[src/rtl/rkd_pkg.sv]
// shared types, constants and the symbol coding for the repeated k-mer detector
// no dependencies; every other rtl file but rkd_ram imports this package
package rkd_pkg;

  localparam int KmerLenDef = 10;
  localparam int KmerLenMax = 12;
  localparam int SymW       = 8;
  localparam int CodeW      = 20;
  localparam int IdxW       = 32;
  localparam int CntW       = 2;
  localparam int EpochW     = 8;

  typedef logic [1:0]        base_t;
  typedef logic [CntW-1:0]   cnt_t;
  typedef logic [EpochW-1:0] epoch_t;
  typedef logic [IdxW-1:0]   idx_t;

  localparam logic [SymW-1:0] ChC = 8'h43;
  localparam logic [SymW-1:0] ChG = 8'h47;
  localparam logic [SymW-1:0] ChT = 8'h54;

  localparam base_t BaseA = 2'd0;
  localparam base_t BaseC = 2'd1;
  localparam base_t BaseG = 2'd2;
  localparam base_t BaseT = 2'd3;

  // a count of one that is bumped again marks a repeat
  localparam cnt_t   CntHit   = cnt_t'(1);
  localparam cnt_t   CntMax   = '1;
  localparam epoch_t EpochMax = '1;

  // one table entry: sequence epoch it was written in, and its count
  typedef struct packed {
    epoch_t epoch;
    cnt_t   cnt;
  } entry_t;

  localparam int EntryW = $bits(entry_t);

  typedef struct packed {
    logic full;
    idx_t start;
  } front_t;

  typedef struct packed {
    logic busy;
    logic done;
  } clr_t;

  typedef enum logic {
    CLR_IDLE,
    CLR_RUN
  } clr_state_e;

  function automatic base_t base_code(logic [SymW-1:0] sym);
    base_t code;
    case (sym)
      ChC:     code = BaseC;
      ChG:     code = BaseG;
      ChT:     code = BaseT;
      default: code = BaseA;
    endcase
    return code;
  endfunction

endpackage

[src/rtl/rkd_clear.sv]
// clearing sequencer: sweeps every table entry to zero, one per cycle
// depends on rkd_pkg
module rkd_clear import rkd_pkg::*; #(
  parameter int AddrW = 20
) (
  input  logic             clk_i,
  input  logic             rst_ni,
  input  logic             start_i,
  output logic [AddrW-1:0] addr_o,
  output clr_t             clr_o
);

  clr_state_e       state_q, state_d;
  logic [AddrW-1:0] addr_q, addr_d;

  always_ff @(posedge clk_i or negedge rst_ni) begin
    if (!rst_ni) begin
      state_q <= CLR_RUN;
      addr_q  <= '0;
    end else begin
      state_q <= state_d;
      addr_q  <= addr_d;
    end
  end

  always_comb begin
    state_d  = state_q;
    addr_d   = addr_q;
    clr_o    = '0;
    case (state_q)
      CLR_IDLE: begin
        addr_d = '0;
        if (start_i) begin
          state_d = CLR_RUN;
        end
      end
      CLR_RUN: begin
        clr_o.busy = 1'b1;
        addr_d     = addr_q + 1'b1;
        if (addr_q == '1) begin
          clr_o.done = 1'b1;
          state_d    = CLR_IDLE;
        end
      end
      default: begin
        state_d = CLR_IDLE;
      end
    endcase
  end

  assign addr_o = addr_q;

  assert property (@(posedge clk_i) disable iff (!rst_ni)
    clr_o.busy && !clr_o.done |=> clr_o.busy && addr_q == $past(addr_q) + 1'b1)
    else $error("clear sweep skipped an entry");

  assert property (@(posedge clk_i) disable iff (!rst_ni)
    clr_o.done |=> !clr_o.busy)
    else $error("clear sweep did not stop");

  assert property (@(posedge clk_i) disable iff (!rst_ni)
    !clr_o.busy |-> addr_q == '0)
    else $error("clear address not parked at zero");

endmodule

[config.mk]
export PLATFORM = sky130hd
export DESIGN_NAME = rkd_clear
export DESIGN_NICKNAME = d
export VERILOG_FILES = /design/src/rtl/rkd_pkg.sv /design/src/rtl/rkd_clear.sv
export SDC_FILE = /design/constraint.sdc
export NUM_CORES = 1
export LEC_CHECK = 0
export BUFFER_PORTS_ARGS = -buffer_cell sky130_fd_sc_hd__buf_4
export CAP_MARGIN = 20
export CORE_ASPECT_RATIO = 1.4
export CORE_MARGIN = 2
export CORE_UTILIZATION = 55
export DETAILED_ROUTE_END_ITERATION = 10
export GPL_ROUTABILITY_DRIVEN = 0
export PLACE_DENSITY = 0.82
export SYNTH_ARGS = -nofsm -noshare
export SYNTH_HDL_FRONTEND = slang
export SYNTH_SLANG_ARGS = --single-unit
export TNS_END_PERCENT = 20
[constraint.sdc]
create_clock -name clk_i -period 5.3 [get_ports clk_i]
set_input_delay 1.06 -clock clk_i [delete_from_list [all_inputs] [get_ports clk_i]]
set_output_delay 1.06 -clock clk_i [all_outputs]
set_load 0.03 [all_outputs]
# Word level (Yosys, flattened, before mapping)
# Index checks and enable logic that the tools add are counted.
# totals
input_bits,3
register_bits,21
output_inout_bits,22
# classes
add_sub_neg,1
eq_ne,1
n_bitwise,1
muxes,6
# ops
operator,n
$pmux W20 S2,1
$add A20 B1 Y20 const B,1
$eq A20 B20 Y1 const B,1
$mux W1,3
$mux W2,1
$pmux W1 S2,1
$not A1 Y1,1

# Longest topological paths before layout
# depth
depth_word,3
mapped_depth,5
mapped_depth_nobuf,5

# Worst setup path after synthesis
# No wires, ideal clock.
# synth_timing
kind,register to output
startpoint,"register addr_q[0], in the netlist addr_o[0]"
endpoint,output port clr_o[0] (netlist bit)
path_stages_with_launch,5
arrival_ns,2.044
path_slack_ns,2.196
required_ns,4.240
path_buffers,0
cell_sequence,dfrtp_1 -> ha_1 -> nand4_1 -> or3_1 -> nor3_1
# synth_rtl
item,line,rtl
from (decl),rkd_clear.sv:14,"logic [AddrW-1:0] addr_q, addr_d;"
from (signal assigned),rkd_clear.sv:22,addr_q <= addr_d;
to (decl),rkd_clear.sv:10,output clr_t clr_o

==> results.md <==
* Data required time of the worst path at 4.24 ns
* 1st-iter DRT viols at 12
* CTS Buffer Depth at 2
* Comb pwr share at 34.1%
* CTS root buffer: clkbuf_4
* Sw Pwr at 0.182 mW
* Post-route clock skew at 0.00578 ns
* Relative max-transition margin at 65.3%
* Drt wl/cell at 14.0 um
* Fmax at 334 MHz
* Mapped Cells at 106
* Pre-antenna DRT Iters at 4
* CP Max Fanout at 4
* PostCTS Resize Cnt at 0
* Least-Margin Pin Slew at 0.517 ns
* Initial antenna violation count at 0
* RSZ-0062 raised after global routing: no
* Syn avg cell area at 9.48 um2
* Count of different cell masters after synthesis at 25
* Cell Rows at 18
* # diodes at 0
* Detailed Place HPWL at 1620 um
* Warning count from the yosys run at 0
* Sequential area share after synthesis at 52.4%
* Mapped Area at 1000 um2
* Initial core utilization at 57.9%
* Die Wd at 40.1 um
* CP Class: reg2out
* Final Hold Violating Endpoints at 0
* MaxCap Viol Count at 0
* Status: complete, no violations
* Grt total ovfl at 0
* Critical path data arrival time at 1.94 ns
* Fin. max-slew vios at 0
* Routed Antenna Nets at 0
* Hold Path Class: reg2reg
* Layout Nets at 136
* CTS HTree Levels at 1
* Worst VDD drop at 0.288 mV
* Die Span Y at 54.6 um
* Worst skew pair latency at 0.30 ns
* Post-CTS Setup Inserts at 0
* I/O Buffers at 24
* # DRC at 0
* Die ar. at 2190 um2
* Area grow syn2layout at 21.4%
* Placed cell area at 1190 um2
* Io pins at 25
* Pleak at 0.530 nW
* Layout cells sized above 1 at 22.1%
* Pwr/cell area at 374 nW/um2
* Endpoints failing setup at 0
* TritonCTS clock tree: yes
* Switching share of power at 39.9%
* Setup TNS at 0 ns
* Vias in the first global route at 755
* Routed vias/inst at 5.81
* Kind of end point of the critical path: output pin
* Crit share post-route at 56.5%
* Clock slew at reported path FFs at 0.10 ns
* Post-route design area at 1220 um2
* Total CTS buffers at 3
* Overall power at 0.456 mW
* Total GRT Usage at 22.6%
* Total number of vias at 877
* Post-Syn Nets at 110
* Seq cells post-synth at 21
* CTS Hold Bufs at 0
* Num Clock Sinks at 21
* CP startpoint kind: register
* Final WL at 2110 um
* Global-route wire length before repair at 3260 um
* Reg power frac at 49.3%
* Power share of the clock group at 16.5%
* Largest net degree at the start of global routing at 22
* Core ar. at 1730 um2
* Final min period at 3.00 ns
* Fillers at 153
* Cell internal pwr at 0.274 mW
==> flip-flops by register name (all words and copies together) (netlist names) <==
| signal | flops |
|---|---|
| addr_o | 20 |
| state_q | 1 |
==> synthesized netlist by cell type <==
cell | n | area (um2)
a21oi_1 | 9 | 45.0
nand4_1 | 2 | 12.5
nor2_1 | 13 | 48.8
o21ai_1 | 7 | 35.0
nor4_1 | 2 | 12.5
or4_1 | 2 | 15.0
and2_1 | 1 | 6.26
dfstp_2 | 1 | 26.3
nand3_4 | 1 | 17.5
and3_1 | 1 | 6.26
dfrtp_1 | 20 | 500
buf_2 | 1 | 5.00
inv_1 | 2 | 7.51
nor3_1 | 3 | 15.0
nand2_1 | 9 | 33.8
and4_1 | 1 | 8.76
clkbuf_1 | 1 | 3.75
ha_1 | 1 | 12.5
xor2_1 | 2 | 17.5
o21ai_0 | 2 | 10.0
or3_1 | 10 | 62.6
clkinv_1 | 1 | 3.75
xnor2_1 | 7 | 61.3
nand3_1 | 6 | 30.0
buf_4 | 1 | 7.51
==> routing by layer <==
metal / share of wire [%] / GRT usage, % / vias up / wire (um)
met2: 55 / 40.1 / 26 / 1150
met5: 0 / 0 / - / 0
met4: 2.8 / 12.6 / 0 / 59
met3: 4.6 / 2.44 / 8 / 97
met1: 38 / 25.0 / 422 / 801
li1: - / - / 421 / -
==> path summary, 6_finish.rpt <==
kind	start	slack (ns)	to	cells after the start
max in group asynchronous	rst_ni	4.41	state_q$_DFF_PN1_	1
min in group asynchronous	rst_ni	0.62	addr_o[14]$_DFF_PN0_	1
setup / recovery	addr_o[0]$_DFF_PN0_	2.30	clr_o[0]	5
hold / removal	addr_o[0]$_DFF_PN0_	0.49	addr_o[0]$_DFF_PN0_	1
setup reg to reg	addr_o[0]$_DFF_PN0_	3.29	addr_o[16]$_DFF_PN0_	5
hold reg to reg	addr_o[0]$_DFF_PN0_	0.49	addr_o[0]$_DFF_PN0_	1
==> worst max-delay path, cell delays in order (launching register included) <==
cell,delay [ns]
dfrtp_1,0.40
ha_1,0.25
nand4_1,0.18
or3_1,0.35
nor3_1,0.25
buf_4,0.20
==> logic make-up after synthesis <==
kind of cell,count (synthesis),synth area share (%)
buffers and inverters,6,2.74
adder cells (fa/ha/maj),1,1.25
AND/OR/NAND/NOR,51,26.8
flip-flops,21,52.4
XOR/XNOR,9,7.85
AO/OA/AOI/OAI,18,8.97
==> power by group through the flow <==
stage	clock network, mW	logic (mW)	registers [mW]
2_1_floorplan	0	0.0499	0.272
3_3_place_gp	0	0.152	0.226
3_5_place_dp	0	0.156	0.228
4_1_cts	0.0775	0.156	0.225
5_1_grt	0.0844	0.165	0.229
6_report	0.0753	0.156	0.225
==> final cells by class <==
cell class / count / area (um2) / area share [%]
Timing Repair Buffer: 24 / 180 / 14.8
Tap cell: 20 / 25.0 / 2.05
Inverter: 3 / 11.3 / 0.923
Multi-Input combinational cell: 79 / 450 / 36.9
Clock buffer: 4 / 26.3 / 2.15
Sequential cell: 21 / 527 / 43.2
==> through the flow <==
stage / hold slack (ns) / setup slack (ns) / util, % / cells
after floorplan: 0.500 / 2.20 / - / 106
after global placement: 0.459 / 2.69 / 68.8 / 147
after detailed placement: 0.476 / 2.63 / 68.8 / 147
after CTS: 0.492 / 2.29 / 70.3 / 151
after global routing: 0.508 / 2.17 / 70.3 / 151
final: 0.489 / 2.30 / 70.3 / 151
==> cell usage in the layout (no fill, tap or decap), drive strengths merged, types with 3 or more instances in the layout <==
cell and n:
xnor2 7, nor2 13, clkbuf 4, buf 24, o21ai 9, or3 10, nand3 7, a21oi 9
dfrtp 20, nor3 3, nand2 9
(Power assumes the default switching activity.)
