`src/rtl/rkd_pkg.sv`:
```
// shared types, constants and the symbol coding for the repeated k-mer detector
// no dependencies; every other rtl file but rkd_ram imports this package
package rkd_pkg;

  localparam int KmerLenDef = 10;
  localparam int KmerLenMax = 12;
  localparam int SymW       = 8;
  localparam int CodeW      = 20;
  localparam int IdxW       = 32;
  localparam int CntW       = 2;
  localparam int EpochW     = 8;

  typedef logic [1:0]        base_t;
  typedef logic [CntW-1:0]   cnt_t;
  typedef logic [EpochW-1:0] epoch_t;
  typedef logic [IdxW-1:0]   idx_t;

  localparam logic [SymW-1:0] ChC = 8'h43;
  localparam logic [SymW-1:0] ChG = 8'h47;
  localparam logic [SymW-1:0] ChT = 8'h54;

  localparam base_t BaseA = 2'd0;
  localparam base_t BaseC = 2'd1;
  localparam base_t BaseG = 2'd2;
  localparam base_t BaseT = 2'd3;

  // a count of one that is bumped again marks a repeat
  localparam cnt_t   CntHit   = cnt_t'(1);
  localparam cnt_t   CntMax   = '1;
  localparam epoch_t EpochMax = '1;

  // one table entry: sequence epoch it was written in, and its count
  typedef struct packed {
    epoch_t epoch;
    cnt_t   cnt;
  } entry_t;

  localparam int EntryW = $bits(entry_t);

  typedef struct packed {
    logic full;
    idx_t start;
  } front_t;

  typedef struct packed {
    logic busy;
    logic done;
  } clr_t;

  typedef enum logic {
    CLR_IDLE,
    CLR_RUN
  } clr_state_e;

  function automatic base_t base_code(logic [SymW-1:0] sym);
    base_t code;
    case (sym)
      ChC:     code = BaseC;
      ChG:     code = BaseG;
      ChT:     code = BaseT;
      default: code = BaseA;
    endcase
    return code;
  endfunction

endpackage

```
`src/rtl/rkd_front.sv`:
```
// front end: symbol coding, k-mer window, fill count and symbol index
// depends on rkd_pkg
module rkd_front import rkd_pkg::*; #(
  parameter int KmerLen = KmerLenDef
) (
  input  logic                   clk_i,
  input  logic                   rst_ni,
  input  logic                   accept_i,
  input  logic [SymW-1:0]        symbol_i,
  input  logic                   new_sequence_i,
  output logic [2*KmerLen-1:0]   addr_o,
  output front_t                 front_o
);

  localparam int WinW  = 2 * KmerLen;
  localparam int FillW = $clog2(KmerLen + 1);

  logic [WinW-1:0]  win_q, win_d, win_base;
  logic [FillW-1:0] fill_q, fill_d, fill_base;
  idx_t             idx_q, idx_d, idx_base;

  always_comb begin
    win_base  = new_sequence_i ? '0 : win_q;
    fill_base = new_sequence_i ? '0 : fill_q;
    idx_base  = new_sequence_i ? '0 : idx_q;
    win_d     = WinW'({win_base, base_code(symbol_i)});
    fill_d    = (fill_base < FillW'(KmerLen)) ? fill_base + 1'b1 : fill_base;
    idx_d     = idx_base + 1'b1;
  end

  assign addr_o        = win_d;
  assign front_o.full  = (fill_d == FillW'(KmerLen));
  assign front_o.start = idx_base - IdxW'(KmerLen - 1);

  always_ff @(posedge clk_i or negedge rst_ni) begin
    if (!rst_ni) begin
      win_q  <= '0;
      fill_q <= '0;
      idx_q  <= '0;
    end else if (accept_i) begin
      win_q  <= win_d;
      fill_q <= fill_d;
      idx_q  <= idx_d;
    end
  end

  // fill never runs past the window length
  assert property (@(posedge clk_i) disable iff (!rst_ni)
    fill_q <= FillW'(KmerLen))
    else $error("fill count beyond window length");

endmodule

```
`config.mk`:
```
export PLATFORM = sky130hd
export DESIGN_NAME = rkd_front
export DESIGN_NICKNAME = d
export VERILOG_FILES = /design/src/rtl/rkd_pkg.sv /design/src/rtl/rkd_front.sv
export SDC_FILE = /design/constraint.sdc
export NUM_CORES = 1
export LEC_CHECK = 0
export BUFFER_PORTS_ARGS = -buffer_cell sky130_fd_sc_hd__buf_4
export CAP_MARGIN = 20
export CORE_MARGIN = 1.5
export CORE_UTILIZATION = 57
export DETAILED_ROUTE_END_ITERATION = 10
export PLACE_DENSITY = 0.82
export SETUP_SLACK_MARGIN = 0.1
export SYNTH_ARGS = -nofsm -noshare
export SYNTH_HDL_FRONTEND = slang
export SYNTH_SLANG_ARGS = --single-unit
```
`constraint.sdc`:
```
create_clock -name clk_i -period 2.5 [get_ports clk_i]
set_input_delay 0.125 -clock clk_i [delete_from_list [all_inputs] [get_ports clk_i]]
set_output_delay 0.125 -clock clk_i [all_outputs]
set_load 0.02 [all_outputs]
```
# Word level (Yosys, flattened, before mapping)

Index checks and enable logic that the tools add are counted.
Widths: inputs -> output; s select.

Input port bits: 12
Register bits after elaboration: 54
Word-level logic and storage cells: 16

Order comparisons: 1
Equality and inequality tests: 4
Add/subtract/negate cells: 3
Mux-type cells: 5

Operators with widths:

| operator              | count |
|---|---|
| $add 32x1->32 const B | 1 |
| $mux 32               | 1 |
| $sub 32x4->32 const B | 1 |
| $eq 8x7->1 const B    | 3 |
| $mux 18               | 1 |
| $mux 4                | 2 |
| $pmux 2 s3            | 1 |
| $add 4x1->4 const B   | 1 |
| $eq 4x4->1 const B    | 1 |
| $lt 4x4->1 const B    | 1 |

# Longest topological paths before layout

Gate-level depths: netlist of run 1.

Depth after elaboration: 4
Gate-level depth with buffers: 11
Gate-level depth less buffers: 9

# Worst setup path before layout of run 1

OpenSTA, ideal clock, no wires.

Kind: in2reg
From: input new_sequence_i
To: register idx_q[22]
Setup time: 0.123 ns
Path slack: 0.063 ns
Data arrival time: 2.314 ns
Required time: 2.377 ns
Stages: 11
Path buffers: 2
Path through: inv_1 -> clkbuf_1 -> clkbuf_1 -> nand2_1 -> inv_1 -> ha_1 -> inv_1 -> or4_4 -> nor4_4 -> nand3_1 -> xor2_1

Cells in the longest elaborated chain, start to end: 2

Ends and longest elaborated chain:

| what                 | RTL line        | text |
|---|---|---|
| from (decl)          | rkd_front.sv:10 | `input logic new_sequence_i,` |
| $mux 32              | rkd_front.sv:25 | `idx_base = new_sequence_i ? '0 : idx_q;` |
| $add 32x1->32        | rkd_front.sv:28 | `idx_d = idx_base + 1'b1;` |
| to (signal assigned) | rkd_front.sv:43 | `idx_q <= idx_d;` |
| to (decl)            | rkd_front.sv:20 | `idx_t idx_q, idx_d, idx_base;` |

Every way passes these cells.
A chain may end at the register's enable or synchronous reset.

==> results.sh, run 1 <==
export IMPL_outcome="complete, no violations"
export IMPL_synth_top_family_by_area="simple AND/OR/NAND/NOR gates"
export IMPL_synth_xor_area_share=0.118
export IMPL_max_stage_delay_ns=0.49
export IMPL_cts_tree="built"
export IMPL_dr_pass1_iters=4
export IMPL_end_kind="output pin"
export IMPL_drv_cap=0
export IMPL_route_detailed_drc=0
export IMPL_viasPerCell=5.69
export IMPL_start_util=0.601
export IMPL_antenna_found_initial=0
export IMPL_criticalPathCategory="reg2out"
export IMPL_yosys_area_share_adder=0.0103
export IMPL_clk_pin_slew_ns=0.10
export IMPL_dieWidth_um=82.9
export IMPL_routabilityCongestion=0.838
export IMPL_diodes=0
export IMPL_async_reset_ff_frac=1.00
export IMPL_start_kind="register"
export IMPL_cp_max_fo=11
export IMPL_synth_main_ff_cell="dfrtp_1"
export IMPL_pin_count=65
export IMPL_wire_per_inst_um=14.5
export IMPL_h_tree_depth=2
export IMPL_period_share=0.934
export IMPL_max_freq_ghz=0.428
export IMPL_cts_buffer_depth=2
export IMPL_grt_pass1_wl_mm=13.4
export IMPL_port_buffers=64
export IMPL_rsz0062_at_grt="true"
export IMPL_layout_nets=486
export IMPL_grt_pass1_vias=2916
export IMPL_synth_simple_area_share=0.311
export IMPL_cp_data_arrival_time_ns=2.21
export IMPL_ys_seq_elements=54
export IMPL_cts_root_buf="clkbuf_8"
export IMPL_crit_chain="o31a_2 -> or2_4 -> nor3_1 -> and3_1 -> o21ai_1 -> buf_4"
export IMPL_synth_largest_area_cell="dfrtp_1"
export IMPL_finalCriticalPeriod_ns=2.34
export IMPL_cp_required_ns=2.38
export IMPL_synthTopCellsByArea="dfrtp_1 37%, nand2_1 7.3%, xnor2_1 6.5%, mux2_2 5.9%, xor2_1 5.3%"
export IMPL_worst_pin_slew_ns=0.809
export IMPL_ys_types=59
export IMPL_dieArea_mm2=0.00688
export IMPL_finalClockSkew_ns=0.0109
export IMPL_hold_viol=0
export IMPL_rows=28
export IMPL_yosysTopAreaCellShare=0.371
export IMPL_p_leak_nw=1.92
export IMPL_vias=3113
export IMPL_ys_seq_area_frac=0.371
export IMPL_tns_ns=0
export IMPL_cellPowerDensity_mw_per_mm2=548
export IMPL_grt_max_degree=55
export IMPL_clk_latency_ns=0.32
export IMPL_final_cell_area_mm2=0.00435
export IMPL_synth_common_cells="71 x nand2_1, 54 x dfrtp_1, 27 x xnor2_1"
export IMPL_yosysWarnings=0
export IMPL_synth_most_common_cell="nand2_1"
export IMPL_design_core_area_mm2=0.00606
export IMPL_vdd_drop_max_v=0.000391
export IMPL_cts_sinks=54
export IMPL_synth_avg_cell_area_um2=8.73
export IMPL_slew_violations=0
export IMPL_drt_iter0_drc=249
export IMPL_synth_cells=417
export IMPL_dp_hpwl_mm=5.46
export IMPL_hold_path_class="in2reg"
export IMPL_critPathSlowestCell="dfrtp_2"
export IMPL_ant_nets=0
export IMPL_drive_gt1_frac=0.292
export IMPL_wirelength_mm=7.93
export IMPL_syn_cell_area_mm2=0.00364
export IMPL_overflow=0
export IMPL_synth_edff_count=0
export IMPL_synth_mux_area_frac=0.0615
export IMPL_track_usage=0.230
export IMPL_syn_nets=432
export IMPL_synth_compound_area_share=0.0632
export IMPL_die_h_um=82.9
export IMPL_placed_area_mm2=0.00409
export IMPL_finalSetupViolCount=0
export IMPL_numCtsBuffers=5
export IMPL_slew_headroom=0.459
export IMPL_area_growth_pct=19.6
## per-stage QoR
step / power, mW / utilization / hold WS, ns / instances / setup WS (ns)
final: 2.39 / 0.718 / 0.0118 / 547 / 0.164
after global routing: 2.51 / 0.718 / 0.0158 / 547 / 0.0825
after CTS: 2.36 / 0.698 / 0.0110 / 542 / 0.119
after detailed placement: 1.74 / 0.675 / 0.216 / 533 / 0.0937
after global placement: 1.73 / 0.675 / 0.214 / 533 / 0.179
after floorplan: 1.50 / - / -0.171 / 417 / 0.154
## registers in the layout, indices dropped and copies added, names as in the netlist
name	cells
win_q	18
fill_q	4
idx_q	32
## worst paths after layout
path | startpoint | slack, ns | cells past startpoint | end
max | idx_q[2] | 0.16 | 6 | front_o[31]
min | new_sequence_i | 0.01 | 2 | idx_q[3]
max reg2reg | idx_q[0] | 0.26 | 9 | idx_q[28]
min reg2reg | win_q[9] | 0.51 | 1 | win_q[9]
max in group asynchronous | rst_ni | 1.63 | 2 | idx_q[19]
min in group asynchronous | rst_ni | 0.37 | 2 | win_q[0]
## worst max-delay path: cells and delay by family, from the launching register on
family	cells	cell delay (ns)
buffers and inverters	1	0.17
DFF	1	0.49
and+or+nand+nor	3	0.74
AOI/OAI and AO/OA	2	0.49
## per-layer routing
layer	track usage	part of all wire	vias to the layer above
met4	0.0561	0.011	0
met1	0.303	0.45	1485
met2	0.398	0.50	83
met3	0.0378	0.044	7
met5	0	0	-
li1	-	-	1538
## placed cells by master, fill, tap and decap left out, drive strengths merged, types with 2 or more instances in the layout
master  Yosys  final
a21oi      11     11
and3        5      5
and4        3      3
buf        11     79
clkbuf     21      5
dfrtp      54     54
ha          3      3
inv         9     10
mux2       19     19
nand2      71     71
nand2b      2      2
nand3      25     25
nand3b      2      2
nand4      10     10
nor2       18     18
nor2b      22     22
nor3       20     20
nor3b       2      2
nor4       14     14
nor4bb      2      2
o21a        2      2
o21ai       9      9
o22ai       5      5
or2         2      2
or3         6      6
or4         3      3
xnor2      27     27
xor2       22     22
## timing repair
action | in CTS | in global routing
pin swaps | 1 | 1
hold buffers | 1 | 0
endpoints found under the setup margin | 10 | 22
resized for setup | 3 | 20
endpoints found under the hold margin | 54 | 0
setup buffers | 0 | 5
## cell families (layout without fill, tap and decap cells)
kind of cell / Yosys count / after routing
buffers and inverters: 42 / 97
AOI/OAI and AO/OA: 37 / 37
adders and majority gates: 3 / 3
DFF: 54 / 54
muxes: 20 / 20
and+or+nand+nor: 212 / 212
xor gates and xnor gates: 49 / 49
## report_power, final
group	leakage [nW]	internal (mW)	switching, mW	total, mW
sequential	0.732	0.901	0.0560	0.957
clock	0.0563	0.305	0.314	0.619
combinational	1.14	0.357	0.452	0.809
## final cells by class
type                       count  area, um2
inverter                       9       33.8
clock inverter                 3       48.8
clock buffer                   5       68.8
multi-input combinational    321       2150
tap                           75       93.8
sequential                    54       1360
timing repair buffer          80        603
fill                         478       1710
Note: power is estimated with default switching activity, not from simulation.
==> run 2: changes to the inputs <==
--- a/config.mk
+++ b/config.mk
@@ -12,2 +12,3 @@
 export DETAILED_ROUTE_END_ITERATION = 10
+export GPL_TIMING_DRIVEN = 1
 export PLACE_DENSITY = 0.82
==> constraint.sdc (replaced) <==
create_clock -name clk_i -period 2.5 [get_ports clk_i]
set_input_delay 0.5 -clock clk_i [delete_from_list [all_inputs] [get_ports clk_i]]
set_output_delay 0.5 -clock clk_i [all_outputs]
set_load 0.02 [all_outputs]
==> run 2 against run 1 <==
Register-to-register slack about the same. Combinational power up 42%. Clock-buffer cell count did not move. First-iteration DRC count rose by 70%. Fmax shrank 16%. Cell count increased by 7.1%. The run now ends with setup timing left. Largest cell class unchanged. Total power is 14% higher.
==> results.sh, run 2 (same netlist as run 1, synthesis figures left out) <==
export IMPL_outcome="finished, violations left"
export IMPL_violations="setup timing"
export IMPL_design_core_area_mm2=0.00606
export IMPL_top_regs="idx_q: 32 flops, win_q: 18 flops, fill_q: 4 flops"
export IMPL_rows=28
export IMPL_viasPerCell=6.02
export IMPL_wire_per_inst_um=17.2
export IMPL_crit_start="idx_q[14]"
export IMPL_top_usage_layer="met2"
export IMPL_port_buffers=64
export IMPL_cts_root_buf="clkbuf_8"
export IMPL_crit_chain="nor4_4 -> nand3_2 -> buf_4 -> nor4_4 -> xnor2_1 -> nand2_1 -> buf_4"
export IMPL_cp_data_arrival_time_ns=2.28
export IMPL_cp_max_fo=7
export IMPL_grt_use_met1=0.332
export IMPL_numCtsBuffers=5
export IMPL_grt_pass1_vias=3355
export IMPL_route_detailed_drc=0
export IMPL_vdd_drop_max_v=0.000373
export IMPL_pin_count=65
export IMPL_final_common_cell="buf_4"
export IMPL_setup_ws_ns=-0.278
export IMPL_finalSetupViolCount=21
export IMPL_layout_common_cells="100 x buf_4, 63 x nand2_1, 50 x dfrtp_1, 26 x xnor2_1, 23 x nand3_1"
export IMPL_clk_latency_ns=0.32
export IMPL_cts_sinks=54
export IMPL_grt_max_degree=55
export IMPL_largest_reg_flops=32
export IMPL_total_power_mw=2.71
export IMPL_grtUsageMet3=0.0408
export IMPL_rsz0062_at_grt="true"
export IMPL_finalClockSkew_ns=0.00982
export IMPL_end_kind="output pin"
export IMPL_use_met2=0.489
export IMPL_h_tree_depth=2
export IMPL_wirelength_mm=10.1
export IMPL_drv_cap=0
export IMPL_routabilityCongestion=0.907
export IMPL_worst_pin_slew_ns=0.707
export IMPL_r2r_start="idx_q[0]"
export IMPL_largest_register="idx_q"
export IMPL_p_leak_nw=2.25
export IMPL_area_growth_pct=37.1
export IMPL_antenna_found_initial=0
export IMPL_finalNonFillerCells=586
export IMPL_power_frac_comb=0.423
export IMPL_finalCriticalPeriod_ns=2.78
export IMPL_criticalPathCategory="reg2out"
export IMPL_cp_required_ns=2.00
export IMPL_hold_viol=0
export IMPL_hold_path_class="in2async"
export IMPL_grt_pass1_wl_mm=15.5
export IMPL_p_int_mw=1.76
export IMPL_start_util=0.601
export IMPL_vias=3530
export IMPL_diodes=0
export IMPL_overflow=0
export IMPL_dr_pass1_iters=5
export IMPL_cts_buffer_depth=2
export IMPL_period_share=1.11
export IMPL_clkPwrFrac=0.227
export IMPL_placed_area_mm2=0.00447
export IMPL_drt_iter0_drc=423
export IMPL_slew_headroom=0.529
export IMPL_max_freq_ghz=0.360
export IMPL_max_stage_delay_ns=0.44
export IMPL_path_buf_inv=2
export IMPL_dp_hpwl_mm=6.33
export IMPL_swShare=0.352
export IMPL_p_sw_mw=0.953
export IMPL_dieWidth_um=82.9
export IMPL_cellPowerDensity_mw_per_mm2=543
export IMPL_start_kind="register"
export IMPL_path_delay_family="simple AND/OR/NAND/NOR gates"
export IMPL_ant_nets=0
export IMPL_slew_violations=0
export IMPL_placed_cells=562
export IMPL_critPathSlowestCell="dfrtp_1"
export IMPL_drive_gt1_frac=0.407
export IMPL_die_h_um=82.9
export IMPL_clk_pin_slew_ns=0.10
export IMPL_track_usage=0.270
export IMPL_power_frac_seq=0.349
export IMPL_final_cell_area_mm2=0.00499
export IMPL_layout_nets=525
export IMPL_dieArea_mm2=0.00688
export IMPL_cts_tree="built"
-- run 2: worst paths after layout --
| check | depth (start not counted) | to | slack, ns |
|---|---|---|---|
| max in group asynchronous | 1 | idx_q[1] | 1.75 |
| min in group clk_i | 1 | win_q[14] | 0.51 |
| setup / recovery | 7 | front_o[19] | -0.28 |
| setup reg to reg | 8 | idx_q[26] | 0.26 |
| hold / removal | 1 | idx_q[8] | 0.21 |
| hold reg to reg | 1 | win_q[14] | 0.51 |
-- run 2: repair_timing --
item	4_1_cts	5_1_grt
pin swaps	11	10
buffers inserted	10	6
setup endpoints to repair	24	26
hold buffers	0	0
resized for setup	37	22
-- run 2: routing by layer --
layer / routed length, um / up-vias / part of all wire
li1: - / 1618 / -
met1: 3920 / 1699 / 0.39
met2: 5220 / 178 / 0.52
met3: 623 / 35 / 0.062
met4: 323 / 0 / 0.032
met5: 0 / - / 0
-- run 2: power groups by stage --
stage	combinational (mW)	sequential [mW]	clock, mW
global placement	0.911	0.959	0
CTS	1.06	0.945	0.616
floorplan	0.626	0.943	0
detailed placement	0.936	0.962	0
global route	1.22	0.951	0.652
finish	1.15	0.946	0.617
-- run 2: stage by stage --
stage,setup TNS [ns],hold slack (ns),utilization,setup WS (ns)
after global placement,-0.0164,0.480,0.737,-0.0164
after global routing,-4.87,0.272,0.824,-0.344
after floorplan,0,0.204,-,0.0899
after CTS,-2.02,0.251,0.797,-0.153
after detailed placement,-0.198,0.487,0.737,-0.0434
final,-3.49,0.213,0.824,-0.278
-- run 2: final cells by class --
type	count	area, um2
multi-input combinational	321	2400
inverter	9	41.3
tap	75	93.8
timing repair buffer	119	982
fill	367	1070
clock buffer	5	68.8
sequential	54	1360
clock inverter	3	47.5
